`src/rtl/core/bfr_pkg.sv`:
```
// Shared types and constants for the battery frame receiver.
`default_nettype none

package bfr_pkg;

  localparam int unsigned HEADER_LEN  = 8;
  localparam int unsigned PAYLOAD_LEN = 24;
  localparam int unsigned WORD_COUNT  = 6;
  localparam int unsigned COUNT_W     = $clog2(PAYLOAD_LEN + 1);

  // Header bytes, first received byte in the top byte.
  localparam logic [8*HEADER_LEN-1:0] HEADER_WORD = 64'h2441_5556_3230_3030;

  typedef struct packed {
    logic shift;
    logic clear;
  } hdr_ctl_t;

  typedef enum logic [2:0] {
    PH_HUNT    = 3'b001,
    PH_PAYLOAD = 3'b010,
    PH_CHECK   = 3'b100
  } phase_t;

  // 8-bit sum of the header bytes, seeds the running checksum.
  function automatic logic [7:0] header_sum();
    logic [7:0] s;
    s = 8'd0;
    for (int i = 0; i < HEADER_LEN; i++) begin
      s = s + HEADER_WORD[8*i +: 8];
    end
    return s;
  endfunction

endpackage

`default_nettype wire

```
`src/rtl/core/bfr_hdr_det.sv`:
```
// Header detector: sliding window over the last eight hunted bytes.
`default_nettype none

module bfr_hdr_det
  import bfr_pkg::*;
(
  input  wire logic     clk,
  input  wire logic     rst,
  input  wire hdr_ctl_t ctl,
  input  wire logic [7:0] rx_byte,
  output logic          match
);

  logic [8*HEADER_LEN-1:0] recent;
  logic [8*HEADER_LEN-1:0] recent_next;

  assign recent_next = {recent[8*HEADER_LEN-9:0], rx_byte};
  assign match       = ctl.shift && (recent_next == HEADER_WORD);

  // window is wiped on a match so header bytes never count twice
  always_ff @(posedge clk) begin
    if (rst) begin
      recent <= '0;
    end else if (ctl.clear || match) begin
      recent <= '0;
    end else if (ctl.shift) begin
      recent <= recent_next;
    end
  end

endmodule

`default_nettype wire

```
`src/rtl/core/battery_frame_receiver.sv`:
```
// Battery frame receiver: hunts for the 8-byte header, gathers 24 payload bytes as six
// little-endian words, checks the two's-complement checksum byte and reports each frame end.
// One byte is taken per cycle while in_ready is high; every byte is handled in the cycle it is
// transferred and a result, issued only for the checksum byte, appears in the output register
// on the next cycle. The output register decouples the two sides: in_ready is low only while a
// result waits to be taken. The six words hold the last good frame (zero after reset).
`default_nettype none

module battery_frame_receiver
  import bfr_pkg::*;
(
  input  wire logic        clk,
  input  wire logic        rst,
  input  wire logic        in_valid,
  output logic             in_ready,
  input  wire logic [7:0]  rx_byte,
  output logic             out_valid,
  input  wire logic        out_ready,
  output logic             frame_ok,
  output logic [31:0]      total_raw,
  output logic [31:0]      capacity_raw,
  output logic [31:0]      used_raw,
  output logic [31:0]      percentage_raw,
  output logic [31:0]      current_raw,
  output logic [31:0]      voltage_raw
);

  phase_t                     phase;
  phase_t                     phase_next;
  logic [COUNT_W-1:0]         byte_count;
  logic [COUNT_W-1:0]         byte_count_next;
  logic [7:0]                 running_sum;
  logic [7:0]                 running_sum_next;
  logic [8*PAYLOAD_LEN-1:0]   payload;
  logic [32*WORD_COUNT-1:0]   saved;
  logic                       accept;
  logic                       sum_ok;
  logic                       hdr_match;
  logic                       result;
  hdr_ctl_t                   hdr_ctl;

  assign in_ready = !out_valid || out_ready;
  assign accept   = in_valid && in_ready;
  assign sum_ok   = (rx_byte == 8'(8'd0 - running_sum));

  always_comb begin
    hdr_ctl.shift = 1'b0;
    hdr_ctl.clear = 1'b0;
    unique case (phase)
      PH_PAYLOAD: ;
      PH_CHECK:   hdr_ctl.clear = accept;
      default:    hdr_ctl.shift = accept;
    endcase
  end

  bfr_hdr_det u_hdr_det (
    .clk     (clk),
    .rst     (rst),
    .ctl     (hdr_ctl),
    .rx_byte (rx_byte),
    .match   (hdr_match)
  );

  always_comb begin
    phase_next       = phase;
    byte_count_next  = byte_count;
    running_sum_next = running_sum;
    result           = 1'b0;
    unique case (phase)
      PH_PAYLOAD: begin
        running_sum_next = running_sum + rx_byte;
        byte_count_next  = byte_count + 1'b1;
        if (byte_count_next == COUNT_W'(PAYLOAD_LEN)) begin
          phase_next = PH_CHECK;
        end
      end
      PH_CHECK: begin
        result           = 1'b1;
        phase_next       = PH_HUNT;
        byte_count_next  = '0;
        running_sum_next = 8'd0;
      end
      default: begin
        phase_next = PH_HUNT;
        if (hdr_match) begin
          phase_next       = PH_PAYLOAD;
          byte_count_next  = '0;
          running_sum_next = header_sum();
        end
      end
    endcase
  end

  always_ff @(posedge clk) begin
    if (rst) begin
      phase       <= PH_HUNT;
      byte_count  <= '0;
      running_sum <= 8'd0;
      saved       <= '0;
      out_valid   <= 1'b0;
      frame_ok    <= 1'b0;
    end else begin
      if (out_valid && out_ready && !(accept && result)) begin
        out_valid <= 1'b0;
      end
      if (accept) begin
        phase       <= phase_next;
        byte_count  <= byte_count_next;
        running_sum <= running_sum_next;
        if (result) begin
          out_valid <= 1'b1;
          frame_ok  <= sum_ok;
          if (sum_ok) begin
            saved <= payload;
          end
        end
      end
    end
  end

  // payload shifts in from the top; after 24 bytes byte i sits at bits [8i+7:8i]
  always_ff @(posedge clk) begin
    if (accept && phase == PH_PAYLOAD) begin
      payload <= {rx_byte, payload[8*PAYLOAD_LEN-1:8]};
    end
  end

  // stored words only change on a transfer, so they are stable while a result waits
  assign total_raw      = saved[31:0];
  assign capacity_raw   = saved[63:32];
  assign used_raw       = saved[95:64];
  assign percentage_raw = saved[127:96];
  assign current_raw    = saved[159:128];
  assign voltage_raw    = saved[191:160];

  a_count_range: assert property (@(posedge clk) disable iff (rst)
    (phase == PH_PAYLOAD) |-> (byte_count < COUNT_W'(PAYLOAD_LEN)))
    else $error("payload count out of range");

  a_hunt_clean: assert property (@(posedge clk) disable iff (rst)
    (phase == PH_HUNT) |-> (byte_count == '0 && running_sum == 8'd0))
    else $error("count or sum not cleared while hunting");

  a_result_on_check: assert property (@(posedge clk) disable iff (rst)
    (accept && phase == PH_CHECK) |=> out_valid)
    else $error("checksum byte gave no result");

  a_words_hold: assert property (@(posedge clk) disable iff (rst)
    (accept && phase != PH_CHECK) |=> $stable(saved))
    else $error("stored words changed outside a frame end");

  a_no_result_mid_frame: assert property (@(posedge clk) disable iff (rst)
    (!out_valid && !(accept && phase == PH_CHECK)) |=> !out_valid)
    else $error("result without checksum byte");

endmodule

`default_nettype wire

```
`config.mk`:
```
export PLATFORM = sky130hd
export DESIGN_NAME = battery_frame_receiver
export DESIGN_NICKNAME = d
export VERILOG_FILES = /design/src/rtl/core/bfr_pkg.sv /design/src/rtl/core/bfr_hdr_det.sv /design/src/rtl/core/battery_frame_receiver.sv
export SDC_FILE = /design/constraint.sdc
export NUM_CORES = 1
export LEC_CHECK = 0
export BUFFER_PORTS_ARGS = -buffer_cell sky130_fd_sc_hd__buf_4
export CAP_MARGIN = 30
export CORE_MARGIN = 8
export CORE_UTILIZATION = 40
export CTS_CLUSTER_DIAMETER = 150
export DETAILED_ROUTE_END_ITERATION = 10
export GPL_TIMING_DRIVEN = 0
export HOLD_SLACK_MARGIN = 0.15
export SYNTH_ARGS = -nofsm -noshare
export SYNTH_HDL_FRONTEND = slang
export SYNTH_SLANG_ARGS = --single-unit
```
`constraint.sdc`:
```
create_clock -name clk -period 9.5 [get_ports clk]
set_clock_uncertainty 0.1 [all_clocks]
set_input_delay 0 -clock clk [delete_from_list [all_inputs] [get_ports clk]]
set_output_delay 0 -clock clk [all_outputs]
set_load 0.02 [all_outputs]
```
After elaboration in Yosys (flattened, before gate mapping)
Cells that the tools add are included.
{ "word_totals": {"reg_bits": 458, "word_cells": 47, "in_bits": 12, "output_inout_bits": 195} }
{ "classes": {"n_eq_ne": 6, "n_mux": 13, "n_reduce_logical": 17, "n_addsub": 3} }
{ "op_table": {"columns": ["op", "n"], "rows": [
  ["equality test 64 x 62 -> 1 bit, second input constant", 1],
  ["case mux 8 bit (2 select lines)", 1],
  ["case mux 5 bit (2 select lines)", 1],
  ["adder 8 bit", 1],
  ["equality test 8 bit", 1],
  ["2-to-1 mux 8 bit", 1],
  ["subtractor 1 x 8 -> 8 bit, first input constant", 1],
  ["logical AND 1 bit", 6],
  ["2-to-1 mux 1 bit", 6],
  ["case mux 3 bit (2 select lines)", 1],
  ["AND reduction 2 bit", 3],
  ["adder 5 x 1 -> 5 bit, second input constant", 1],
  ["equality test 5 bit, second input constant", 1],
  ["2-to-1 mux 5 bit", 1],
  ["OR reduction 2 bit", 2],
  ["equality test 3 x 2 -> 1 bit, second input constant", 1],
  ["equality test 3 bit, second input constant", 1],
  ["2-to-1 mux 3 bit", 1],
  ["AND reduction 3 bit", 1],
  ["nonzero test 3 bit", 1],
  ["zero test 1 bit", 2],
  ["logical OR 1 bit", 2],
  ["2-to-1 mux 2 bit", 1],
  ["inequality test 2 bit, second input constant", 1]
]} }

Logic depth before layout (Yosys ltp)
Gate-level depths: netlist (run 1).
{ "depth": {"word_depth": 9, "depth_mapped": 11, "mapped_depth_nobuf": 9} }

Modules after synthesis
From an unflattened synthesis (run 1), not the netlist that was laid out.
{ "unflattened": {"cells_unflattened": 1203, "hier_area_um2": 16089.2} }
{ "modules_own_cells": {"columns": ["module", "area_each_um2", "n_inst", "cells_per_inst", "seq_area_each_um2"], "rows": [
  ["battery_frame_receiver", 13785.7, 1, 975, 9969.6],
  ["bfr_hdr_det", 2303.5, 1, 228, 1121.1]
]} }

Worst setup path before layout (run 1)
OpenSTA, ideal clock, no wires.
{ "synth_timing": {"path_kind": "register -> register", "from": "register out_valid", "to": "register payload[0], enable pin", "path_stages_with_launch": 4, "setup_ns": 0.756, "n_path_buf": 0, "setup_slack_ns": -0.332, "period_less_slack_ns": 9.832, "t_arrival_ns": 8.976, "cell_sequence": "dfxtp_1 -> nand2b_1 -> nand2_1 -> nor2_1"} }
{ "synth_via": {"elab_chain_cells": 4} }
{ "synth_lines": {"columns": ["item", "line_no", "source"], "rows": [
  ["start, declared", "battery_frame_receiver.sv:17", "output logic out_valid,"],
  ["start signal, assigned", "battery_frame_receiver.sv:100", "out_valid <= 1'b0;"],
  ["start signal, assigned", "battery_frame_receiver.sv:104", "out_valid <= 1'b0;"],
  ["start signal, assigned", "battery_frame_receiver.sv:111", "out_valid <= 1'b1;"],
  ["zero test 1 bit", "battery_frame_receiver.sv:42", "assign in_ready = !out_valid || out_ready;"],
  ["logical OR 1 bit", "battery_frame_receiver.sv:42", null],
  ["net in_ready", "battery_frame_receiver.sv:15", "output logic in_ready,"],
  ["logical AND 1 bit", "battery_frame_receiver.sv:43", "assign accept = in_valid && in_ready;"],
  ["logical AND 1 bit", "battery_frame_receiver.sv:123", "if (accept && phase == PH_PAYLOAD) begin"],
  ["end signal, assigned", "battery_frame_receiver.sv:124", "payload <= {rx_byte, payload[8*PAYLOAD_LEN-1:8]};"],
  ["end, declared", "battery_frame_receiver.sv:34", "logic [8*PAYLOAD_LEN-1:0] payload;"]
]} }
The timed path passes the listed nets, and every way through them passes these cells.
A chain may end at the register's enable or synchronous reset.

Final worst setup path (run 1)
{ "layout_timing": {"from": "register running_sum[0]", "to": "register saved[0]"} }
{ "layout_via": {"elab_chain_cells": 3} }
{ "layout_lines": {"columns": ["item", "line_no", "source"], "rows": [
  ["start, declared", "battery_frame_receiver.sv:32", "logic [7:0] running_sum;"],
  ["start signal, assigned", "battery_frame_receiver.sv:109", "running_sum <= running_sum_next;"],
  ["subtractor 1 x 8 -> 8 bit", "battery_frame_receiver.sv:44", "assign sum_ok = (rx_byte == 8'(8'd0 - running_sum));"],
  ["equality test 8 bit", "battery_frame_receiver.sv:44", null],
  ["AND reduction 3 bit (no line)", null, null],
  ["end signal, assigned", "battery_frame_receiver.sv:114", "saved <= payload;"],
  ["end, declared", "battery_frame_receiver.sv:35", "logic [32*WORD_COUNT-1:0] saved;"]
]} }
No other way between the ends.

==> results.cfg, run 1 <==
[timing]
holdWs_ps = 189
relSlewSlack_pct = 37.0
fmax_ghz = 0.298
setup_viol = 0
fin_crit_sh_pct = 35.3
finalHoldViolCount = 0
min_period_ps = 3350
finalSetupTns_ps = 0
rsz0062_at_grt = false
timing.final.max_slew_violations = 0
worst_pin_slew_ps = 943

[logic_synthesis]
netlist_area_um2 = 17300
seq_area_frac_synth_pct = 64.2
ys.flop_type = dfxtp_1
yosys.area_share.simple_pct = 12.3
synthXorXnorAreaFrac_pct = 0.760
ys_warn_count = 0
yosysTopAreaCell = edfxtp_1
synth_edf_count = 192
synthMuxAreaShare_pct = 0.0579
synthArstFlopShare_pct = 0
ys_top_cells_by_area = edfxtp_1 (33%), dfxtp_1 (31%), o31ai_1 (8.4%)
yosysUniqueCellTypes = 50
synth-compound-area-share_pct = 17.5
synthTopCellsByCount = dfxtp_1 (266), a21oi_1 (264), nand4_1 (197), o31ai_1 (193), edfxtp_1 (192)
synth_top_family_by_area = compound AO/OA/AOI/OAI gates
syn_area_per_cell_um2 = 11.2
syn-num-nets = 1570
synth_seq_cells = 458
syn_inst = 1548
yosys.cell_count.top_type = dfxtp_1
yosys.area.top_type_share_pct = 33.4
synthAdderAreaFrac_pct = 0.767

[drt]
avgViaCountPerCell = 5.49
first_pass_iters = 5
drt_iter0_markers = 1155
wire_per_inst_um = 20.1
num_vias = 13500
drt_wl_total_mm = 49.2
ant_nets = 0
drc = 0

[worst_setup_path]
crit_required_ps = 9830
crit_path_end_kind = flip-flop
cp.arrival_ps = 3680
path_class = reg2reg
startpoint_type = flip-flop
worstPathMaxFanout = 10

[grt]
grtUsageTotal_pct = 18.9
grt_max_degree = 37
grt_pass1_wl_mm = 75.3
grt_antenna_before_repair = 1
overflow = 0
grt_pass1_vias = 12900

[final_layout]
diodes = 0
synthToLayoutAreaGrowth_pct = 24.3
drive_gt1_share_pct = 18.4
finalNetCount = 1852
final_area_um2 = 21500

[cts]
cts.htree.levels = 2
postCtsSetupBuffers = 0
clock_latency_ps = 590
clkTransAtPathRegs_ps = 60
cts_buffer_depth = 3
cts_buffers = 47
cts-root-buf = clkbuf_16
cts_tree = built
post_cts_resized = 0
clock_sink_count = 458
hold_buffers = 22

[outcome]
status = finished clean

[pwr]
p_leak_nw = 7.18
p_per_area_nw_per_um2 = 187
vdd_drop_max_mv = 0.154

[die]
die-height_um = 224
core_um2 = 42900
fp.dieArea_um2 = 50100
die_w_um = 224
num_rows = 76
io_pins = 207
start_util_pct = 40.3

[worst_hold_path]
holdCritPathClass = in2reg

[placed_design]
dp_hpwl_mm = 34.1
gp_congestion = 0.831
place_area_um2 = 19700
portBuffers = 205

[run]
drv_cap = 0
[cells in the final DEF, fill, tap and decap left out, types with 10 or more instances in the layout]
cell type | synthesis | final
o21ai_0 | 10 | 10
nand2_1 | 125 | 125
edfxtp_1 | 192 | 192
buf_4 | 4 | 209
dlygate4sd3_1 | 0 | 22
o31ai_1 | 193 | 193
buf_1 | 12 | 12
nand4_1 | 197 | 197
clkbuf_1 | 101 | 114
buf_2 | 51 | 51
clkbuf_16 | 0 | 48
dfxtp_1 | 266 | 266
inv_1 | 13 | 13
nor2_1 | 11 | 10
a21oi_1 | 264 | 264
[path summary, 6_finish.rpt]
check / end / start / cells after the start / slack [ps]
worst max-delay path: saved[0] / running_sum[0] / 10 / 6150
worst min-delay path: u_hdr_det.recent[7] / rx_byte[7] / 4 / 190
worst max register to register: saved[0] / running_sum[0] / 10 / 6150
worst min register to register: payload[53] / payload[61] / 0 / 340
[where the power goes]
part / internal [W] / leakage, nW / switching [W]
clock network: 0.00110 / 0.772 / 0.000780
registers: 0.00204 / 3.87 / 0.00000324
logic: 0.0000244 / 2.54 / 0.0000725
total: 0.00316 / 7.18 / 0.000856
[layer usage]
layer / up-vias / share of wire [%] / GRT usage (%)
met5: - / 0.020 / 0
met4: 2 / 2.8 / 6.88
met3: 90 / 6.0 / 3.68
met2: 384 / 47 / 30.6
met1: 6485 / 44 / 25.0
li1: 6523 / - / -
[sequential cells by signal, summed over array words and instances, names as in the netlist]
register,flops
payload,192
running_sum,8
byte_count,5
phase,3
u_hdr_det.recent,56
out_valid,1
saved,192
frame_ok,1
[critical path, cell delays in order, from the launching register on]
cell and delay (ps):
dfxtp_1 400, inv_1 70, ha_1 280, nor3b_2 190
xnor2_1 130, nor4_1 360, nand3_1 210, clkbuf_1 450
buf_2 340, o31ai_1 520, a21oi_1 140
[logic make-up after synthesis]
kind of cell,count (synthesis)
adders and majority gates,10
AOI/OAI and AO/OA,493
DFF,458
muxes,1
buffers and inverters,183
xor gates and xnor gates,15
and+or+nand+nor,388
[cell type report]
| class | count | area [um^2] |
|---|---|---|
| buffer | 170 | 732 |
| clock buffer | 69 | 1340 |
| clock inverter | 19 | 230 |
| fill | 3871 | 21400 |
| inverter | 13 | 48.8 |
| multi-input combinational | 907 | 5420 |
| sequential | 458 | 11100 |
| tap | 585 | 732 |
| timing repair buffer | 233 | 1890 |
[through the flow]
step | setup slack, ps | total power, W | utilization, % | std cells
floorplan | 3000 | 0.00214 | - | 1548
detailed placement | 6110 | 0.00217 | 45.9 | 2344
finish | 6150 | 0.00401 | 50.1 | 2454
global placement | 905 | 0.00217 | 45.6 | 2338
global route | 5780 | 0.00414 | 50.1 | 2454
CTS | 6090 | 0.00406 | 50.1 | 2454
Note: power is estimated with default switching activity, not from simulation.
==> run 2: changes to the inputs <==
--- a/config.mk
+++ b/config.mk
@@ -5,6 +5,7 @@
 export SDC_FILE = /design/constraint.sdc
 export NUM_CORES = 1
 export LEC_CHECK = 0
+export ABC_AREA = 1
 export BUFFER_PORTS_ARGS = -buffer_cell sky130_fd_sc_hd__buf_4
 export CAP_MARGIN = 30
 export CORE_MARGIN = 8
==> constraint.sdc (replaced) <==
create_clock -name clk -period 2.9 [get_ports clk]
set_clock_uncertainty 0.1 [all_clocks]
set_input_delay 0 -clock clk [delete_from_list [all_inputs] [get_ports clk]]
set_output_delay 0 -clock clk [all_outputs]
set_load 0.02 [all_outputs]
==> results.cfg, run 2 <==
[outcome]
status = finished clean

[cts]
cts-root-buf = clkbuf_16
clock_sink_count = 458
clkTransAtPathRegs_ps = 60
cts.htree.levels = 2
cts_buffers = 51
cts_buffer_depth = 3
postCtsSetupBuffers = 0
clock_latency_ps = 590
cts_tree = built
hold_buffers = 21
post_cts_resized = 0

[logic_synthesis]
ys_warn_count = 0
seq_area_frac_synth_pct = 61.2
syn-num-nets = 2065
yosys.area.top_type_share_pct = 31.8
yosys.cell_count.top_type = nor2_1
syn_area_per_cell_um2 = 8.87
yosysTopAreaCell = edfxtp_1
yosysUniqueCellTypes = 28
ys.flop_type = dfxtp_1
synth_edf_count = 192
synth_seq_cells = 458
synthTopCellsByCount = nor2_1 (448), nand2_1 (359), nand3_1 (281), dfxtp_1 (266), inv_1 (259)
syn_inst = 2043
ys_top_cells_by_area = edfxtp_1 (32%), dfxtp_1 (29%), nor2_1 (9.3%)
synthArstFlopShare_pct = 0
netlist_area_um2 = 18100

[grt]
overflow = 0
grt_antenna_before_repair = 0
grt_pass1_vias = 13200
grt_max_degree = 38
grt_pass1_wl_mm = 70.4
grtUsageTotal_pct = 16.5

[worst_setup_path]
crit_family = buffers and inverters
cpMaxStageDelayCell = nor2_4
path_cells = dlygate4sd3_1 > buf_4 > dlygate4sd3_1 > inv_1 > nand2_4 > nand2_4 > nor2_4 > buf_16 > buf_16 > buf_12 > buf_12
cp.arrival_ps = 2890
critPathMaxStageDelay_ps = 580
crit_required_ps = 3070
path_class = in2reg
path_buf_inv = 8
crit_path_end_kind = flip-flop
worstPathMaxFanout = 36
startpoint_type = input port

[placed_design]
dp_hpwl_mm = 31.8
pre_cts_ws_ps = 353
gp_congestion = 0.822
portBuffers = 205

[final_layout]
layout_commonest_cell = nor2_1
mostFrequentLayoutCells = nor2_1 (447), nand2_1 (359), nand3_1 (281)
finalNetCount = 2350
largest_registers = payload (192), saved (192), u_hdr_det.recent (56)
synthToLayoutAreaGrowth_pct = 24.1
diodes = 0
drive_gt1_share_pct = 16.1

[die]
core_um2 = 45100
start_util_pct = 40.2
num_rows = 78
io_pins = 207
fp.dieArea_um2 = 52400
die-height_um = 229
die_w_um = 229

[timing]
timing.final.max_slew_violations = 0
relSlewSlack_pct = 40.6
setup_ws_ps = 178
rsz0062_at_grt = false
fmax_ghz = 0.367
worst_pin_slew_ps = 890
fin_crit_sh_pct = 93.9
finalHoldViolCount = 0
setup_viol = 0
finalSetupTns_ps = 0
min_period_ps = 2720

[run]
drv_cap = 0

[drt]
drc = 0
wire_per_inst_um = 14.9
drt_iter0_markers = 890
avgViaCountPerCell = 4.62
ant_nets = 0
drt_wl_total_mm = 44.4
first_pass_iters = 5
num_vias = 13700

[pwr]
clkPwrFrac_pct = 47.4
power.total_w = 0.0136
p_leak_nw = 9.56
power_frac_seq_pct = 49.4
p_per_area_nw_per_um2 = 606
swShare_pct = 21.7
p_int_w = 0.0107
p_sw_w = 0.00296
p_comb_share_pct = 3.2
vdd_drop_max_mv = 0.394

[worst_hold_path]
holdCritPathClass = in2reg
[run 2: cell types whose count changed in the layout (fill, tap and decap cells not counted), moves of 191 or more]
cell	before	now
nand2_1	125	359
inv_1	13	259
nor2_1	10	447
nand4_1	197	6
o31ai_1	193	0
nand3_1	8	281
[run 2: worst min-delay path, delay by kind of cell]
| family | cells | cell delay, ps |
|---|---|---|
| simple gates | 1 | 80 |
| buf+inv | 2 | 720 |
| compound gates | 1 | 60 |
[run 2: area by class of cell]
cell class / count / area [um^2]
Tap cell: 600 / 751
Buffer: 112 / 828
Sequential cell: 458 / 11100
Multi-Input combinational cell: 1212 / 5250
Fill cell: 4301 / 22600
Clock inverter: 25 / 238
Inverter: 261 / 980
Timing Repair Buffer: 232 / 1880
Clock buffer: 71 / 1460
[run 2: stage by stage]
stage | cells | utilization (%) | instance area, um^2 | hold slack (ps)
finish | 2971 | 49.9 | 22500 | 223
CTS | 2971 | 49.9 | 22500 | 178
detailed placement | 2854 | 45.6 | 20600 | 151
global route | 2971 | 49.9 | 22500 | 235
global placement | 2848 | 45.3 | 20400 | 150
floorplan | 2043 | - | 18100 | -1.13
[run 2: power by group through the flow]
stage / Combinational [W] / Clock [W] / Sequential [W]
floorplan: 0.000293 / 0 / 0.00685
global placement: 0.000403 / 0 / 0.00686
detailed placement: 0.000414 / 0 / 0.00686
CTS: 0.000439 / 0.00664 / 0.00672
global route: 0.000490 / 0.00689 / 0.00672
finish: 0.000435 / 0.00646 / 0.00672
[run 2: kinds of logic (layout without fill, tap and decap cells)]
kind of cell / after synthesis / count (layout) / share of synthesized area [%]
AOI/OAI and AO/OA: 84 / 84 / 2.33
xor gates and xnor gates: 10 / 10 / 0.483
buffers and inverters: 373 / 701 / 9.98
adders and majority gates: 10 / 10 / 0.732
DFF: 458 / 458 / 61.2
and+or+nand+nor: 1108 / 1108 / 25.3
[run 2: worst paths after layout]
kind / start / slack [ps] / endpoint / cells past startpoint
min: rx_byte[5] / 220 / u_hdr_det.recent[5] / 4
max reg2reg: running_sum[0] / 350 / saved[0] / 14
max: out_ready / 180 / payload[84] / 11
min reg2reg: payload[131] / 340 / payload[123] / 0
[run 2: layer usage]
metal  track usage, %  routed length, um
met5                0                  0
met4             5.16               1100
met3             3.34               2310
met2             27.3              21000
met1             21.5              20000
